[src/rtl/lsh_pkg.sv]
// Shared types, codes and sizes of the link setup handshake block.
package lsh_pkg;

    // Width of the reply timer (saturating tick counter).
    localparam int TIMER_WIDTH = 16;
    localparam logic [TIMER_WIDTH-1:0] TIMER_MAX = {TIMER_WIDTH{1'b1}};
    // Compare width wide enough for both the timer and the 16-bit timeout register.
    localparam int TMR_CMP_W = (TIMER_WIDTH > 16) ? TIMER_WIDTH : 16;

    localparam int FRAME_LEN = 5;
    localparam int FRAME_IDX_W = $clog2(FRAME_LEN);

    localparam int Q_DEPTH = 4;
    localparam int Q_PTR_W = $clog2(Q_DEPTH);
    localparam int Q_CNT_W = $clog2(Q_DEPTH + 1);

    localparam int CFG_IDX_W = 3;
    localparam int CFG_DATA_W = 16;

    typedef enum logic [CFG_IDX_W-1:0] {
        REG_ROLE          = 3'd0,
        REG_FLAG_BYTE     = 3'd1,
        REG_ADDRESS_BYTE  = 3'd2,
        REG_SET_CODE      = 3'd3,
        REG_UA_CODE       = 3'd4,
        REG_TRY_LIMIT     = 3'd5,
        REG_TIMEOUT_TICKS = 3'd6
    } cfg_reg_t;

    typedef enum logic [1:0] {
        OP_OPEN = 2'd0,
        OP_BYTE = 2'd1,
        OP_TICK = 2'd2
    } op_code_t;

    typedef enum logic [1:0] {
        PH_IDLE = 2'd0,
        PH_WAIT = 2'd1,
        PH_OPEN = 2'd2,
        PH_FAIL = 2'd3
    } link_phase_t;

    localparam logic ROLE_TX = 1'b0;

    typedef struct packed {
        logic        role;
        logic [7:0]  flag_byte;
        logic [7:0]  address_byte;
        logic [7:0]  set_code;
        logic [7:0]  ua_code;
        logic [7:0]  try_limit;
        logic [15:0] timeout_ticks;
    } cfg_t;

    typedef struct packed {
        logic [1:0] operation;
        logic [7:0] rx_byte;
    } in_item_t;

    typedef struct packed {
        logic       tx_valid;
        logic [7:0] tx_byte;
        logic       last;
        logic [1:0] link_status;
    } out_item_t;

    // One command per accepted item: either a five-byte frame or a single empty result.
    typedef struct packed {
        logic        emit_frame;
        logic [7:0]  ctrl;
        link_phase_t status;
    } cmd_t;

endpackage

[src/rtl/lsh_front.sv]
// Front end: link phase, frame parser and reply timer; turns each item into a command.
module lsh_front (
    input  logic             aclk,
    input  logic             aresetn,
    input  lsh_pkg::cfg_t    cfg,
    input  logic             s_valid,
    output logic             s_ready,
    input  lsh_pkg::in_item_t s_data,
    input  logic             q_full,
    output logic             q_push,
    output lsh_pkg::cmd_t    q_cmd
);
    import lsh_pkg::*;

    typedef enum logic [2:0] {
        PS_START = 3'd0,
        PS_FLAG  = 3'd1,
        PS_ADDR  = 3'd2,
        PS_CTRL  = 3'd3,
        PS_BCC   = 3'd4
    } parse_state_t;

    link_phase_t              phase_reg, phase_next;
    parse_state_t             ps_reg, ps_next;
    logic [7:0]               held_ctrl_reg, held_ctrl_next;
    logic [TIMER_WIDTH-1:0]   tick_reg, tick_next;
    logic [7:0]               tries_reg, tries_next;

    logic                     frame_done;
    logic [TMR_CMP_W-1:0]     limit;
    logic [TIMER_WIDTH-1:0]   tick_inc;
    logic [7:0]               tries_inc;
    logic [7:0]               tries_lim;
    logic [7:0]               rb;

    assign s_ready = !q_full;
    assign q_push  = s_valid && s_ready;
    assign rb      = s_data.rx_byte;

    // Parser next state for the received byte.
    always_comb begin
        ps_next        = ps_reg;
        held_ctrl_next = held_ctrl_reg;
        frame_done     = 1'b0;
        case (ps_reg)
            PS_FLAG: begin
                if (rb == cfg.address_byte) ps_next = PS_ADDR;
                else if (rb != cfg.flag_byte) ps_next = PS_START;
            end
            PS_ADDR: begin
                if (rb == cfg.set_code || rb == cfg.ua_code) begin
                    ps_next        = PS_CTRL;
                    held_ctrl_next = rb;
                end else if (rb == cfg.flag_byte) begin
                    ps_next = PS_FLAG;
                end else begin
                    ps_next = PS_START;
                end
            end
            PS_CTRL: begin
                if (rb == (cfg.address_byte ^ held_ctrl_reg)) ps_next = PS_BCC;
                else if (rb == cfg.flag_byte) ps_next = PS_FLAG;
                else ps_next = PS_START;
            end
            PS_BCC: begin
                ps_next    = PS_START;
                frame_done = (rb == cfg.flag_byte);
            end
            default: begin
                ps_next = (rb == cfg.flag_byte) ? PS_FLAG : PS_START;
            end
        endcase
    end

    // Timer limit: zero acts as one, clip to the counter range.
    always_comb begin
        limit = TMR_CMP_W'(cfg.timeout_ticks);
        if (limit == '0) limit = TMR_CMP_W'(1);
        if (limit > TMR_CMP_W'(TIMER_MAX)) limit = TMR_CMP_W'(TIMER_MAX);
        tick_inc  = (tick_reg == TIMER_MAX) ? tick_reg : tick_reg + 1'b1;
        tries_inc = (tries_reg == 8'hFF) ? tries_reg : tries_reg + 8'd1;
        tries_lim = (cfg.try_limit == 8'd0) ? 8'd1 : cfg.try_limit;
    end

    always_comb begin
        phase_next     = phase_reg;
        tick_next      = tick_reg;
        tries_next     = tries_reg;
        q_cmd.emit_frame = 1'b0;
        q_cmd.ctrl       = cfg.set_code;
        case (s_data.operation)
            OP_OPEN: begin
                phase_next       = PH_WAIT;
                tick_next        = '0;
                tries_next       = '0;
                q_cmd.emit_frame = (cfg.role == ROLE_TX);
            end
            OP_BYTE: begin
                if (phase_reg == PH_WAIT && frame_done) begin
                    phase_next       = PH_OPEN;
                    q_cmd.emit_frame = (cfg.role != ROLE_TX);
                    q_cmd.ctrl       = cfg.ua_code;
                end
            end
            OP_TICK: begin
                if (phase_reg == PH_WAIT && cfg.role == ROLE_TX) begin
                    tick_next = tick_inc;
                    if (TMR_CMP_W'(tick_inc) >= limit) begin
                        tick_next  = '0;
                        tries_next = tries_inc;
                        if (tries_inc >= tries_lim) phase_next = PH_FAIL;
                        else q_cmd.emit_frame = 1'b1;
                    end
                end
            end
            default: begin
            end
        endcase
        q_cmd.status = phase_next;
    end

    always_ff @(posedge aclk) begin
        if (!aresetn) begin
            phase_reg     <= PH_IDLE;
            ps_reg        <= PS_START;
            held_ctrl_reg <= '0;
            tick_reg      <= '0;
            tries_reg     <= '0;
        end else if (q_push) begin
            phase_reg  <= phase_next;
            tick_reg   <= tick_next;
            tries_reg  <= tries_next;
            case (s_data.operation)
                OP_OPEN: ps_reg <= PS_START;
                OP_BYTE: begin
                    if (phase_reg == PH_WAIT) begin
                        ps_reg        <= ps_next;
                        held_ctrl_reg <= held_ctrl_next;
                    end
                end
                OP_TICK: begin
                    // restart the parser on each timeout
                    if (phase_reg == PH_WAIT && cfg.role == ROLE_TX &&
                        TMR_CMP_W'(tick_inc) >= limit) begin
                        ps_reg <= PS_START;
                    end
                end
                default: begin
                end
            endcase
        end
    end

endmodule

[src/rtl/lsh_queue.sv]
// Short command queue between the front end and the frame emitter.
module lsh_queue (
    input  logic          aclk,
    input  logic          aresetn,
    input  logic          push,
    input  lsh_pkg::cmd_t push_cmd,
    output logic          full,
    input  logic          pop,
    output logic          head_valid,
    output lsh_pkg::cmd_t head_cmd
);
    import lsh_pkg::*;

    cmd_t               mem [Q_DEPTH];
    logic [Q_PTR_W-1:0] wr_ptr_reg, rd_ptr_reg;
    logic [Q_CNT_W-1:0] count_reg;

    assign full       = (count_reg == Q_CNT_W'(Q_DEPTH));
    assign head_valid = (count_reg != '0);
    assign head_cmd   = mem[rd_ptr_reg];

    always_ff @(posedge aclk) begin
        if (push) mem[wr_ptr_reg] <= push_cmd;
    end

    always_ff @(posedge aclk) begin
        if (!aresetn) begin
            wr_ptr_reg <= '0;
            rd_ptr_reg <= '0;
            count_reg  <= '0;
        end else begin
            if (push) begin
                wr_ptr_reg <= (wr_ptr_reg == Q_PTR_W'(Q_DEPTH - 1)) ? '0 : wr_ptr_reg + 1'b1;
            end
            if (pop) begin
                rd_ptr_reg <= (rd_ptr_reg == Q_PTR_W'(Q_DEPTH - 1)) ? '0 : rd_ptr_reg + 1'b1;
            end
            if (push && !pop) count_reg <= count_reg + 1'b1;
            else if (pop && !push) count_reg <= count_reg - 1'b1;
        end
    end

endmodule

[src/rtl/lsh_emit.sv]
// Back end: expands each command into result items behind an output register.
module lsh_emit (
    input  logic               aclk,
    input  logic               aresetn,
    input  lsh_pkg::cfg_t      cfg,
    input  logic               head_valid,
    input  lsh_pkg::cmd_t      head_cmd,
    output logic               pop,
    output logic               m_valid,
    input  logic               m_ready,
    output lsh_pkg::out_item_t m_data
);
    import lsh_pkg::*;

    localparam logic [FRAME_IDX_W-1:0] POS_OPEN_FLAG  = FRAME_IDX_W'(0);
    localparam logic [FRAME_IDX_W-1:0] POS_ADDRESS    = FRAME_IDX_W'(1);
    localparam logic [FRAME_IDX_W-1:0] POS_CONTROL    = FRAME_IDX_W'(2);
    localparam logic [FRAME_IDX_W-1:0] POS_CHECK      = FRAME_IDX_W'(3);
    localparam logic [FRAME_IDX_W-1:0] POS_CLOSE_FLAG = FRAME_IDX_W'(FRAME_LEN - 1);

    logic [FRAME_IDX_W-1:0] idx_reg;
    logic                   m_valid_reg;
    out_item_t              m_data_reg;
    logic                   load;
    logic                   is_last;
    logic [7:0]             frame_byte;

    assign load    = head_valid && (!m_valid_reg || m_ready);
    assign is_last = !head_cmd.emit_frame || (idx_reg == POS_CLOSE_FLAG);
    assign pop     = load && is_last;
    assign m_valid = m_valid_reg;
    assign m_data  = m_data_reg;

    always_comb begin
        case (idx_reg)
            POS_OPEN_FLAG:  frame_byte = cfg.flag_byte;
            POS_ADDRESS:    frame_byte = cfg.address_byte;
            POS_CONTROL:    frame_byte = head_cmd.ctrl;
            POS_CHECK:      frame_byte = cfg.address_byte ^ head_cmd.ctrl;
            default:        frame_byte = cfg.flag_byte;
        endcase
    end

    always_ff @(posedge aclk) begin
        if (load) begin
            m_data_reg.tx_valid    <= head_cmd.emit_frame;
            m_data_reg.tx_byte     <= head_cmd.emit_frame ? frame_byte : 8'd0;
            m_data_reg.last        <= is_last;
            m_data_reg.link_status <= head_cmd.status;
        end
    end

    always_ff @(posedge aclk) begin
        if (!aresetn) begin
            m_valid_reg <= 1'b0;
            idx_reg     <= '0;
        end else begin
            if (load) m_valid_reg <= 1'b1;
            else if (m_ready) m_valid_reg <= 1'b0;
            if (load) idx_reg <= is_last ? '0 : idx_reg + 1'b1;
        end
    end

endmodule

[src/rtl/link_setup_handshake.sv]
// Top level of the link setup handshake: configuration registers and the front/back pipeline.
//
// Input channel s_*: one item per handshake, an open command, a received line
// byte or one timer tick. Result channel m_*: every item yields one result with
// tx_valid low, or five results carrying a SET or UA frame; last marks the final
// result of an item and link_status gives the link phase after that item.
// Configuration: cfg_wr_en writes cfg_wdata into register cfg_index at the edge;
// the user must use it only while the block is idle; the block itself does not enforce this.
// With the queue empty and the output register free, the first result of an item
// passes through the queue entry and then the output register. The block takes
// one item per cycle while no frames are sent and the receiver takes every result;
// a frame's five results leave the single output register one after another, so
// the emitter sets the rate for frame items.
// A four-entry command queue sits between the front end and the emitter; the
// front keeps accepting items until that queue is full, so a stalled m_ready
// backs up into s_ready after four commands are pending.
// Reset (aresetn low, synchronous): registers to defaults, link idle, parser at
// start, queue empty, no result valid.
module link_setup_handshake (
    input  logic                                aclk,
    input  logic                                aresetn,
    input  logic                                cfg_wr_en,
    input  logic [lsh_pkg::CFG_IDX_W-1:0]       cfg_index,
    input  logic [lsh_pkg::CFG_DATA_W-1:0]      cfg_wdata,
    input  logic                                s_valid,
    output logic                                s_ready,
    input  lsh_pkg::in_item_t                   s_data,
    output logic                                m_valid,
    input  logic                                m_ready,
    output lsh_pkg::out_item_t                  m_data
);
    import lsh_pkg::*;

    cfg_t cfg_reg;
    logic q_full, q_push, q_pop, q_head_valid;
    cmd_t q_cmd, q_head;

    // Register file; writes beyond the list are dropped.
    always_ff @(posedge aclk) begin
        if (!aresetn) begin
            cfg_reg.role          <= 1'b0;
            cfg_reg.flag_byte     <= 8'd126;
            cfg_reg.address_byte  <= 8'd3;
            cfg_reg.set_code      <= 8'd3;
            cfg_reg.ua_code       <= 8'd7;
            cfg_reg.try_limit     <= 8'd3;
            cfg_reg.timeout_ticks <= 16'd3;
        end else if (cfg_wr_en) begin
            case (cfg_reg_t'(cfg_index))
                REG_ROLE:          cfg_reg.role          <= cfg_wdata[0];
                REG_FLAG_BYTE:     cfg_reg.flag_byte     <= cfg_wdata[7:0];
                REG_ADDRESS_BYTE:  cfg_reg.address_byte  <= cfg_wdata[7:0];
                REG_SET_CODE:      cfg_reg.set_code      <= cfg_wdata[7:0];
                REG_UA_CODE:       cfg_reg.ua_code       <= cfg_wdata[7:0];
                REG_TRY_LIMIT:     cfg_reg.try_limit     <= cfg_wdata[7:0];
                REG_TIMEOUT_TICKS: cfg_reg.timeout_ticks <= cfg_wdata[15:0];
                default: begin
                end
            endcase
        end
    end

    // Classify each item and advance the link state.
    lsh_front u_front (
        .aclk    (aclk),
        .aresetn (aresetn),
        .cfg     (cfg_reg),
        .s_valid (s_valid),
        .s_ready (s_ready),
        .s_data  (s_data),
        .q_full  (q_full),
        .q_push  (q_push),
        .q_cmd   (q_cmd)
    );

    // Hold pending commands so the two sides stall independently.
    lsh_queue u_queue (
        .aclk       (aclk),
        .aresetn    (aresetn),
        .push       (q_push),
        .push_cmd   (q_cmd),
        .full       (q_full),
        .pop        (q_pop),
        .head_valid (q_head_valid),
        .head_cmd   (q_head)
    );

    // Drive the result items, one per cycle when the receiver takes them.
    lsh_emit u_emit (
        .aclk       (aclk),
        .aresetn    (aresetn),
        .cfg        (cfg_reg),
        .head_valid (q_head_valid),
        .head_cmd   (q_head),
        .pop        (q_pop),
        .m_valid    (m_valid),
        .m_ready    (m_ready),
        .m_data     (m_data)
    );

    // A result that is not last is always a frame byte.
    a_nonlast_is_frame: assert property (@(posedge aclk) disable iff (!aresetn)
        (m_valid && !m_data.last) |-> m_data.tx_valid)
        else $error("non-last result without a frame byte");

    // The closing byte of a frame is the flag.
    a_frame_closes_on_flag: assert property (@(posedge aclk) disable iff (!aresetn)
        (m_valid && m_data.last && m_data.tx_valid) |-> (m_data.tx_byte == cfg_reg.flag_byte))
        else $error("frame does not end with the flag byte");

    // An empty result carries a zero byte and is the last result of its item.
    a_empty_byte_zero: assert property (@(posedge aclk) disable iff (!aresetn)
        (m_valid && !m_data.tx_valid) |-> (m_data.tx_byte == 8'd0 && m_data.last))
        else $error("empty result is malformed");

    // An accepted item is written into the queue and then loaded into the output
    // register, after which a result is valid.
    a_accept_then_output: assert property (@(posedge aclk) disable iff (!aresetn)
        (s_valid && s_ready) |-> ##2 m_valid)
        else $error("accepted item produced no pending result");

endmodule

[config.mk]
export PLATFORM = sky130hd
export DESIGN_NAME = link_setup_handshake
export DESIGN_NICKNAME = d
export VERILOG_FILES = /design/src/rtl/lsh_pkg.sv /design/src/rtl/lsh_front.sv /design/src/rtl/lsh_queue.sv /design/src/rtl/lsh_emit.sv /design/src/rtl/link_setup_handshake.sv
export SDC_FILE = /design/constraint.sdc
export NUM_CORES = 1
export LEC_CHECK = 0
export BUFFER_PORTS_ARGS = -buffer_cell sky130_fd_sc_hd__buf_2
export CORE_MARGIN = 3
export CORE_UTILIZATION = 53
export CTS_BUF_LIST = sky130_fd_sc_hd__clkbuf_4 sky130_fd_sc_hd__clkbuf_8
export CTS_CLUSTER_SIZE = 10
export DETAILED_ROUTE_END_ITERATION = 6
export GPL_ROUTABILITY_DRIVEN = 0
export GPL_TIMING_DRIVEN = 0
export PLACE_DENSITY = 0.73
export SYNTH_ARGS = -nofsm -noshare
export SYNTH_HDL_FRONTEND = slang
export SYNTH_HIERARCHICAL = 1
export SYNTH_SLANG_ARGS = --single-unit
[constraint.sdc]
create_clock -name aclk -period 3 [get_ports aclk]
set_input_delay 0.75 -clock aclk [delete_from_list [all_inputs] [get_ports aclk]]
set_output_delay 0.75 -clock aclk [all_outputs]
set_load 0.01 [all_outputs]
==> results.toml, run 1 <==
[status]
status = "complete, but fails checks"
failed_checks = "negative setup slack"

[sta]
rsz0062_at_grt = "true"
worst_pin_slew_ps = 1100
slew_viol_final = 0
timing.fmax_mhz = 321
hold_ws_ps = 464
setup_ws_ps = -115
timing_hold_violations_final = 0
clock_skew_ps = 15.1
setup_violations = 13
finalCritPeriodShare_pct = 104
maxSlewHeadroom_pct = 26.1
min_period_ps = 3110

[layout]
largest_reg_flops = 57
nets = 1007
stdcell_count = 1164
area_delta_synth_final_pct = 17.6
fin_util_pct = 64.3
drive_above_1_share_pct = 24.8
multi_input_area_um2 = 4840
nFillCells = 1336
num_antenna_cells = 0
ff_latch_area_um2 = 3880

[synthesis]
ys_seq_area_share_pct = 43.7
synth.distinct_cells = 78
netlist_top_cells_area = "dfxtp_1, edfxtp_1, mux2i_1"
ys_ff_latch = 163
synth_commonest_cells = "dfxtp_1, nand2_1, mux2i_1"
synth.most_common_cell = "dfxtp_1"
synth.avg_cell_area_um2 = 10.4
syn-num-nets = 916
postSynthCellCount = 844
synth_flop_cell = "dfxtp_1"
synth_largest_area_cell = "dfxtp_1"
synth_warnings = 6
syn_area_um2 = 8740
synth_top_area_share_pct = 24.5
synth_edf_count = 56
synthArstFlopShare_pct = 0

[clocking]
clk_pin_slew_ps = 90
cts_made_buffers = 17
clk_latency_ps = 480
root_buffer = "clkbuf_8"
htree_levels = 4
cts_hold_buf = 0
clockBufferDepth = 2
clock-sinks = 163
cts_tree = "built"

[global_route]
first_global_vias = 6368
antenna_found_initial = 0
globalRouteTotalUtil_pct = 23.5
grt_pass1_wl_mm = 32.9
gr-total-overflow = 0
grt_max_degree = 19

[detailed_routing]
viasPerCell = 5.66
drc = 0
wl_mm = 21.3
drt_pass1_iterations = 4
drt_iter0_drc = 410
ant_nets = 0
drt-wirelength-per-cell_um = 18.3
vias = 6584

[critical_path]
cp-start-kind = "register"
path_cells = "and4_4 -> and4_4 -> nand4_1 -> nor2_1 -> mux2i_1 -> ha_1 -> and4_4 -> nand2_4 -> a311o_2 -> nand3_2 -> or3b_4 -> a31oi_4"
crit_buf_inv = 0
cp_max_fo = 6
critical-path-slowest-cell = "or3b_4"
critical_path.top_delay_family = "simple AND/OR/NAND/NOR gates"
worstSetupEndpointType = "register"
critical_path_class = "register to register"
slowest_delay_ps = 390
cp_data_required_time_ps = 3290
crit_arrival_ps = 3400
cpMostUsedCell = "and4_4"

[power]
netSwitchingPower_w = 0.00179
p_comb_share_pct = 22.7
p_total_w = 0.00556
p_int_w = 0.00377
powerDensity_nw_per_um2 = 541
p_seq_share_pct = 47.6
swShare_pct = 32.2
clkPwrFrac_pct = 29.8
p_leak_nw = 4.08
ir_drop_mv = 0.555

[floorplanning]
placementRows = 46
fp.coreArea_um2 = 16000
die_w_um = 134
dieArea_um2 = 18100
pin_count = 48
fp.dieH_um = 134
start_util_pct = 54.6

[place]
io_buffers = 37
placedCellCount = 1097
dp_hpwl_mm = 14.5

[flow_run]
maxCapViolCount = 0

[worst_hold_path]
hold_path_class = "register to register"
## cell type report
type	instances	share of cell area [%]
tap	216	2.63
timing repair buffer	73	4.77
buffer	40	2.28
inverter	42	1.53
clock inverter	15	1.73
sequential	163	37.7
clock buffer	17	2.28
multi-input combinational	598	47.1
## per-stage QoR
stage | TNS (ps) | worst slack [ps] | area, um2
after global placement | -11840 | -510 | 9260
after CTS | -765 | -158 | 10000
after floorplan | 0 | 27.3 | 8810
after global routing | -2020 | -172 | 10300
after detailed placement | -12800 | -498 | 9260
final | -679 | -115 | 10300
## layer usage
metal  wire length (um)  global-route usage (%)  part of all wire, %  up-vias
li1                   -                       -                    -     3226
met1               9380                    30.0                   44     3194
met2              10700                    40.5                   50      132
met3                781                    4.16                  3.7       32
met4                377                    7.92                  1.8        0
met5                  0                       0                    0        -
## worst min-delay path: cells and delay by family (launching register included)
kind | cells | cell delay (ps)
flops | 1 | 320
mux | 1 | 50
simple gates | 1 | 50
## kinds of logic (layout without fill, tap and decap cells)
group                      count (synthesis)  in the layout  share of synthesized area (%)
buffers and inverters                     83            187                           4.54
xor gates and xnor gates                  54             54                           5.41
muxes                                     99             99                           13.2
adders and majority gates                 38             38                           5.52
AOI/OAI and AO/OA                        124            124                           10.3
DFF                                      163            163                           43.7
and+or+nand+nor                          283            283                           17.3
## cell usage in the layout (no fill, tap or decap), types with 5 or more instances in the layout
cell | Yosys | final
buf_6 | 4 | 10
a2111oi_1 | 8 | 8
nand2b_1 | 13 | 12
nand3_2 | 2 | 5
nand4_1 | 19 | 19
inv_1 | 40 | 40
nor3_1 | 12 | 11
buf_2 | 13 | 49
dfxtp_2 | 0 | 10
mux2i_1 | 77 | 77
ha_1 | 37 | 34
nor2b_1 | 34 | 34
a21o_1 | 5 | 5
nand2_1 | 87 | 84
nand3_1 | 20 | 15
dfxtp_4 | 0 | 11
buf_4 | 1 | 30
mux4_2 | 10 | 10
edfxtp_1 | 56 | 56
a21boi_1 | 6 | 5
xor2_1 | 13 | 12
o21ai_0 | 26 | 21
o21ai_1 | 3 | 7
a21oi_2 | 8 | 9
nor4_1 | 7 | 7
dfxtp_1 | 107 | 86
inv_6 | 0 | 5
clkbuf_1 | 16 | 16
clkbuf_8 | 1 | 18
a211oi_1 | 9 | 8
o21a_1 | 6 | 6
xnor2_1 | 41 | 39
and4_4 | 0 | 5
mux2_2 | 10 | 10
a22o_1 | 11 | 11
and2_1 | 10 | 9
a21oi_1 | 16 | 14
nor2_1 | 38 | 35
## power groups by stage
stage	Combinational [W]	Clock (W)	Sequential [W]
6_report	0.00126	0.00166	0.00265
2_1_floorplan	0.000803	0	0.00273
3_5_place_dp	0.00120	0	0.00270
3_3_place_gp	0.00119	0	0.00270
5_1_grt	0.00138	0.00178	0.00267
4_1_cts	0.00123	0.00169	0.00265
## repair_timing
action / CTS / global route
setup buffers: 21 / 15
hold endpoints to repair: 0 / 0
pin swaps: 25 / 24
gates resized for setup: 48 / 44
endpoints found under the setup margin: 34 / 35
gates cloned: 1 / 0
## path summary, 6_finish.rpt
check	cells after the start	slack [ps]	to	startpoint
min reg2reg	2	460	cfg_reg[18]	cfg_reg[18]
min	2	460	cfg_reg[18]	cfg_reg[18]
max	12	-110	u_queue/mem[0][10]	u_front/tick_reg[3]
max reg2reg	12	-110	u_queue/mem[0][10]	u_front/tick_reg[3]
Power figures use the tool's default switching activity.
==> inputs of run 2 (changes only) <==
- PLACE_DENSITY: 0.73 -> 0.82
==> results.toml, run 2 (synthesis gave the netlist of run 1 again) <==
[layout]
stdcell_count = 1161
largest_reg_flops = 57
final_cell_mix = "dfxtp_1, nand2_1, mux2i_1"
stdcell_area_um2 = 10100
nets = 1004
drive_above_1_share_pct = 23.7
area_delta_synth_final_pct = 16.0
final_common_cell = "dfxtp_1"

[place]
placedCellCount = 1097
dp_hpwl_mm = 15.0
io_buffers = 37
postPlaceCellArea_um2 = 9260

[global_route]
grt_pass1_wl_mm = 34.1
met2_usage_pct = 42.4
gr-total-overflow = 0
grt_use_met1_pct = 28.2
grt_max_degree = 17
globalRouteTotalUtil_pct = 24.0
busiest_layer = "met2"
antenna_found_initial = 0
grt_use_met3_pct = 5.55
first_global_vias = 6785

[detailed_routing]
drc = 0
viasPerCell = 5.85
wl_mm = 21.6
drt_iter0_drc = 458
drt-wirelength-per-cell_um = 18.6
vias = 6797
ant_nets = 0
drt_pass1_iterations = 5

[floorplanning]
pin_count = 48
die_w_um = 134
dieArea_um2 = 18100
fp.coreArea_um2 = 16000
fp.dieH_um = 134
start_util_pct = 54.6
placementRows = 46

[sta]
setup_ws_ps = -122
finalCritPeriodShare_pct = 104
worst_pin_slew_ps = 1190
clock_skew_ps = 13.3
rsz0062_at_grt = "true"
setup_violations = 25
slew_viol_final = 0
maxSlewHeadroom_pct = 20.6
min_period_ps = 3120
timing_hold_violations_final = 0
timing.fmax_mhz = 320

[critical_path]
cp_data_required_time_ps = 3270
critical_path_class = "register to register"
r2r_slack_ps = -120
cp-endpoint = "u_queue/mem[2][10]"
worstSetupEndpointType = "register"
cp-startpoint = "u_front/tick_reg[8]"
cp-start-kind = "register"
rr_endpoint = "u_queue/mem[2][10]"
cp_max_fo = 6
worstRegToRegCells = 12
worstReg2RegStart = "u_front/tick_reg[8]"
crit_arrival_ps = 3390

[worst_hold_path]
hold_path_class = "register to register"

[clocking]
htree_levels = 4
clk_pin_slew_ps = 90
root_buffer = "clkbuf_8"
cts_tree = "built"
cts_made_buffers = 17
clock-sinks = 163
clk_latency_ps = 460
clockBufferDepth = 2
cts_hold_buf = 0

[power]
powerDensity_nw_per_um2 = 535
ir_drop_mv = 0.619
p_leak_nw = 4.00

[status]
status = "complete, but fails checks"
failed_checks = "negative setup slack"

[flow_run]
maxCapViolCount = 0
run 2: changes by cell type in the layout (fill, tap and decap cells not counted), moves of 2 or more:
cell / previous run / this run
dfxtp_1: 86 / 89
and4_1: 1 / 3
and4_4: 5 / 3
o2bb2a_4: 2 / 0
clkinv_8: 2 / 0
dfxtp_4: 11 / 7
buf_6: 10 / 5
o31ai_1: 1 / 3
clkbuf_4: 0 / 2
o31ai_4: 3 / 0
inv_6: 5 / 2
run 2: power breakdown:
| group | switching (W) | leakage (nW) | internal [W] |
|---|---|---|---|
| registers | 0.000106 | 1.39 | 0.00255 |
| logic | 0.000737 | 2.41 | 0.000512 |
| clock network | 0.000834 | 0.195 | 0.000691 |
run 2: worst min path at each step:
stage / startpoint / to / slack, ps / depth (start not counted)
floorplan: cfg_reg[18] / cfg_reg[18] / 440 / 2
global placement: cfg_reg[18] / cfg_reg[18] / 450 / 2
detailed placement: cfg_reg[18] / cfg_reg[18] / 470 / 2
CTS: cfg_reg[18] / cfg_reg[18] / 480 / 2
global route: cfg_reg[18] / cfg_reg[18] / 500 / 2
finish: cfg_reg[18] / cfg_reg[18] / 480 / 2
run 2: area by class of cell:
cell class / count / area [um2]
Antenna cell: 1 / 2.50
Clock buffer: 19 / 249
Multi-Input combinational cell: 598 / 4780
Buffer: 40 / 234
Clock inverter: 12 / 125
Tap cell: 216 / 270
Fill cell: 1277 / 5850
Timing Repair Buffer: 70 / 462
Sequential cell: 163 / 3860
Inverter: 42 / 158
run 2: per-stage QoR:
stage	util [%]	TNS (ps)	worst slack [ps]	hold slack, ps	power, W
6_report	63.4	-1560	-122	478	0.00543
2_1_floorplan	-	0	27.3	439	0.00353
3_3_place_gp	57.9	-11740	-527	448	0.00388
3_5_place_dp	57.9	-12330	-560	467	0.00391
4_1_cts	62.3	-370	-81.4	480	0.00544
5_1_grt	63.4	-4700	-209	504	0.00569
run 2: critical path, cell delays in order (launching register included):
cell and delay (ps):
dfxtp_2 370, and4_4 300, nand4_1 240, nand2_4 180, nor2_4 50, xor2_2 160, ha_1 300, and4_1 190
nand2_2 70, a311o_2 360, nand3_2 100, or3b_4 390, a31oi_4 210
run 2: timing repair:
item	in CTS	in global routing
gates cloned	1	0
pin swaps	19	16
buffers inserted	20	12
resized for setup	47	24
endpoints found under the setup margin	34	35
run 2: routing by layer:
metal	routed length (um)	part of all wire [%]
met5	0	0
met1	8720	40
met2	11000	51
met4	697	3.2
met3	1180	5.5
==> inputs of run 3 (changes only) <==
- SKIP_CTS_REPAIR_TIMING: unset -> 1
==> results.toml, run 3 (synthesis gave the netlist of run 1 again) <==
[layout]
final_cell_mix = "dfxtp_1, nand2_1, mux2i_1"
fin_util_pct = 62.4
nFillCells = 1324
nets = 988
drive_above_1_share_pct = 21.8
final_common_cell = "dfxtp_1"
stdcell_count = 1145
largest_reg_flops = 57
area_delta_synth_final_pct = 14.3

[power]
p_seq_share_pct = 48.9
netSwitchingPower_w = 0.00167
p_int_w = 0.00375
ir_drop_mv = 0.620
p_leak_nw = 3.92
clkPwrFrac_pct = 28.1
swShare_pct = 30.9
powerDensity_nw_per_um2 = 543
p_comb_share_pct = 22.9

[critical_path]
critical_path.top_delay_family = "simple AND/OR/NAND/NOR gates"
rr_endpoint = "u_front/tick_reg[3]"
r2r_slack_ps = -230
cp-endpoint = "u_front/tick_reg[3]"
worstReg2RegStart = "u_front/tick_reg[2]"
crit_buf_inv = 3
path_depth = 15
worstSetupEndpointType = "register"
critical_path_class = "register to register"
slowest_delay_ps = 380
critical-path-slowest-cell = "a311o_2"
cp-start-kind = "register"
worstRegToRegCells = 15
crit_arrival_ps = 3590
path_cells = "and4_4 -> and4_4 -> nand4_1 -> nor2_1 -> mux2i_1 -> ha_1 -> and4_1 -> nand2_2 -> a311o_2 -> buf_4 -> nand4_1 -> buf_6 -> nor2_2 -> buf_6 -> a22o_1"
cp_max_fo = 8
cp_data_required_time_ps = 3350
cp-startpoint = "u_front/tick_reg[2]"

[status]
status = "complete, but fails checks"
failed_checks = "negative setup slack"

[global_route]
first_global_vias = 6533
gr-total-overflow = 0
globalRouteTotalUtil_pct = 22.9
antenna_found_initial = 0
grt_max_degree = 17
grt_pass1_wl_mm = 32.6

[clocking]
cts_tree = "built"
clk_pin_slew_ps = 90
root_buffer = "clkbuf_8"
clock-sinks = 163
htree_levels = 4
clockBufferDepth = 2
clk_latency_ps = 450
cts_made_buffers = 17

[detailed_routing]
drt_pass1_iterations = 5
ant_nets = 0
drc = 0
drt_iter0_drc = 409
drt-wirelength-per-cell_um = 18.3
viasPerCell = 5.86
wl_mm = 21.0
vias = 6705

[flow_run]
maxCapViolCount = 0

[floorplanning]
dieArea_um2 = 18100
start_util_pct = 54.6
fp.dieH_um = 134
pin_count = 48
fp.coreArea_um2 = 16000
placementRows = 46
die_w_um = 134

[sta]
setup_ws_ps = -235
finalCritPeriodShare_pct = 108
timing_hold_violations_final = 0
hold_ws_ps = 474
clock_skew_ps = 12.5
timing.fmax_mhz = 309
min_period_ps = 3230
setup_violations = 33
slew_viol_final = 0
rsz0062_at_grt = "true"
maxSlewHeadroom_pct = 20.3
worst_pin_slew_ps = 1190

[place]
dp_hpwl_mm = 15.0
io_buffers = 37
placedCellCount = 1097

[worst_hold_path]
hold_path_class = "register to register"
-- run 3: cell count changes in the layout (fill, tap and decap cells not counted), sizes merged --
| cell | change |
|---|---|
| buf | -16 |
-- run 3: how the worst min path moves through the flow --
stage | slack, ps | cells past startpoint | to | startpoint
after floorplan | 440 | 2 | cfg_reg[18] | cfg_reg[18]
final | 470 | 1 | u_front/tick_reg[2] | u_front/tick_reg[2]
after detailed placement | 470 | 2 | cfg_reg[18] | cfg_reg[18]
after global placement | 450 | 2 | cfg_reg[18] | cfg_reg[18]
after CTS | 480 | 2 | cfg_reg[18] | cfg_reg[18]
after global routing | 480 | 1 | u_front/tick_reg[2] | u_front/tick_reg[2]
-- run 3: worst register-to-register path, cell delays in order, from the launching register on --
cell	delay, ps
dfxtp_4	370
and4_4	250
and4_4	260
nand4_1	120
nor2_1	140
mux2i_1	120
ha_1	320
and4_1	210
nand2_2	90
a311o_2	390
buf_4	160
nand4_1	110
buf_6	150
nor2_2	60
buf_6	150
a22o_1	230
-- run 3: power groups by stage --
stage	clock [W]	sequential, W	combinational (W)
global placement	0	0.00270	0.00118
floorplan	0	0.00273	0.000803
finish	0.00153	0.00265	0.00124
global route	0.00164	0.00268	0.00136
detailed placement	0	0.00270	0.00120
CTS	0.00155	0.00266	0.00122
-- run 3: area by class of cell --
cell class	count	area, um2	share of cell area, %
buffer	41	245	2.45
antenna	1	2.50	0.0251
clock buffer	19	249	2.49
clock inverter	12	125	1.25
tap	216	270	2.71
timing repair buffer	53	322	3.22
sequential	163	3860	38.7
multi-input combinational	598	4760	47.6
inverter	42	158	1.58
-- run 3: through the flow --
stage	TNS (ps)	cell area, um2	power (W)	worst slack [ps]
after global placement	-11740	9260	0.00388	-527
after floorplan	0	8810	0.00353	27.3
final	-4410	9990	0.00542	-235
after detailed placement	-12330	9260	0.00391	-560
after global routing	-7950	9990	0.00568	-324
after CTS	-13280	9640	0.00543	-568
-- run 3: per-layer routing --
metal	part of all wire, %	vias to the layer above	track usage (%)
met1	41	3299	27.6
met2	51	170	40.0
li1	-	3177	-
met4	3.3	0	8.71
met3	4.8	59	5.21
met5	0	-	0
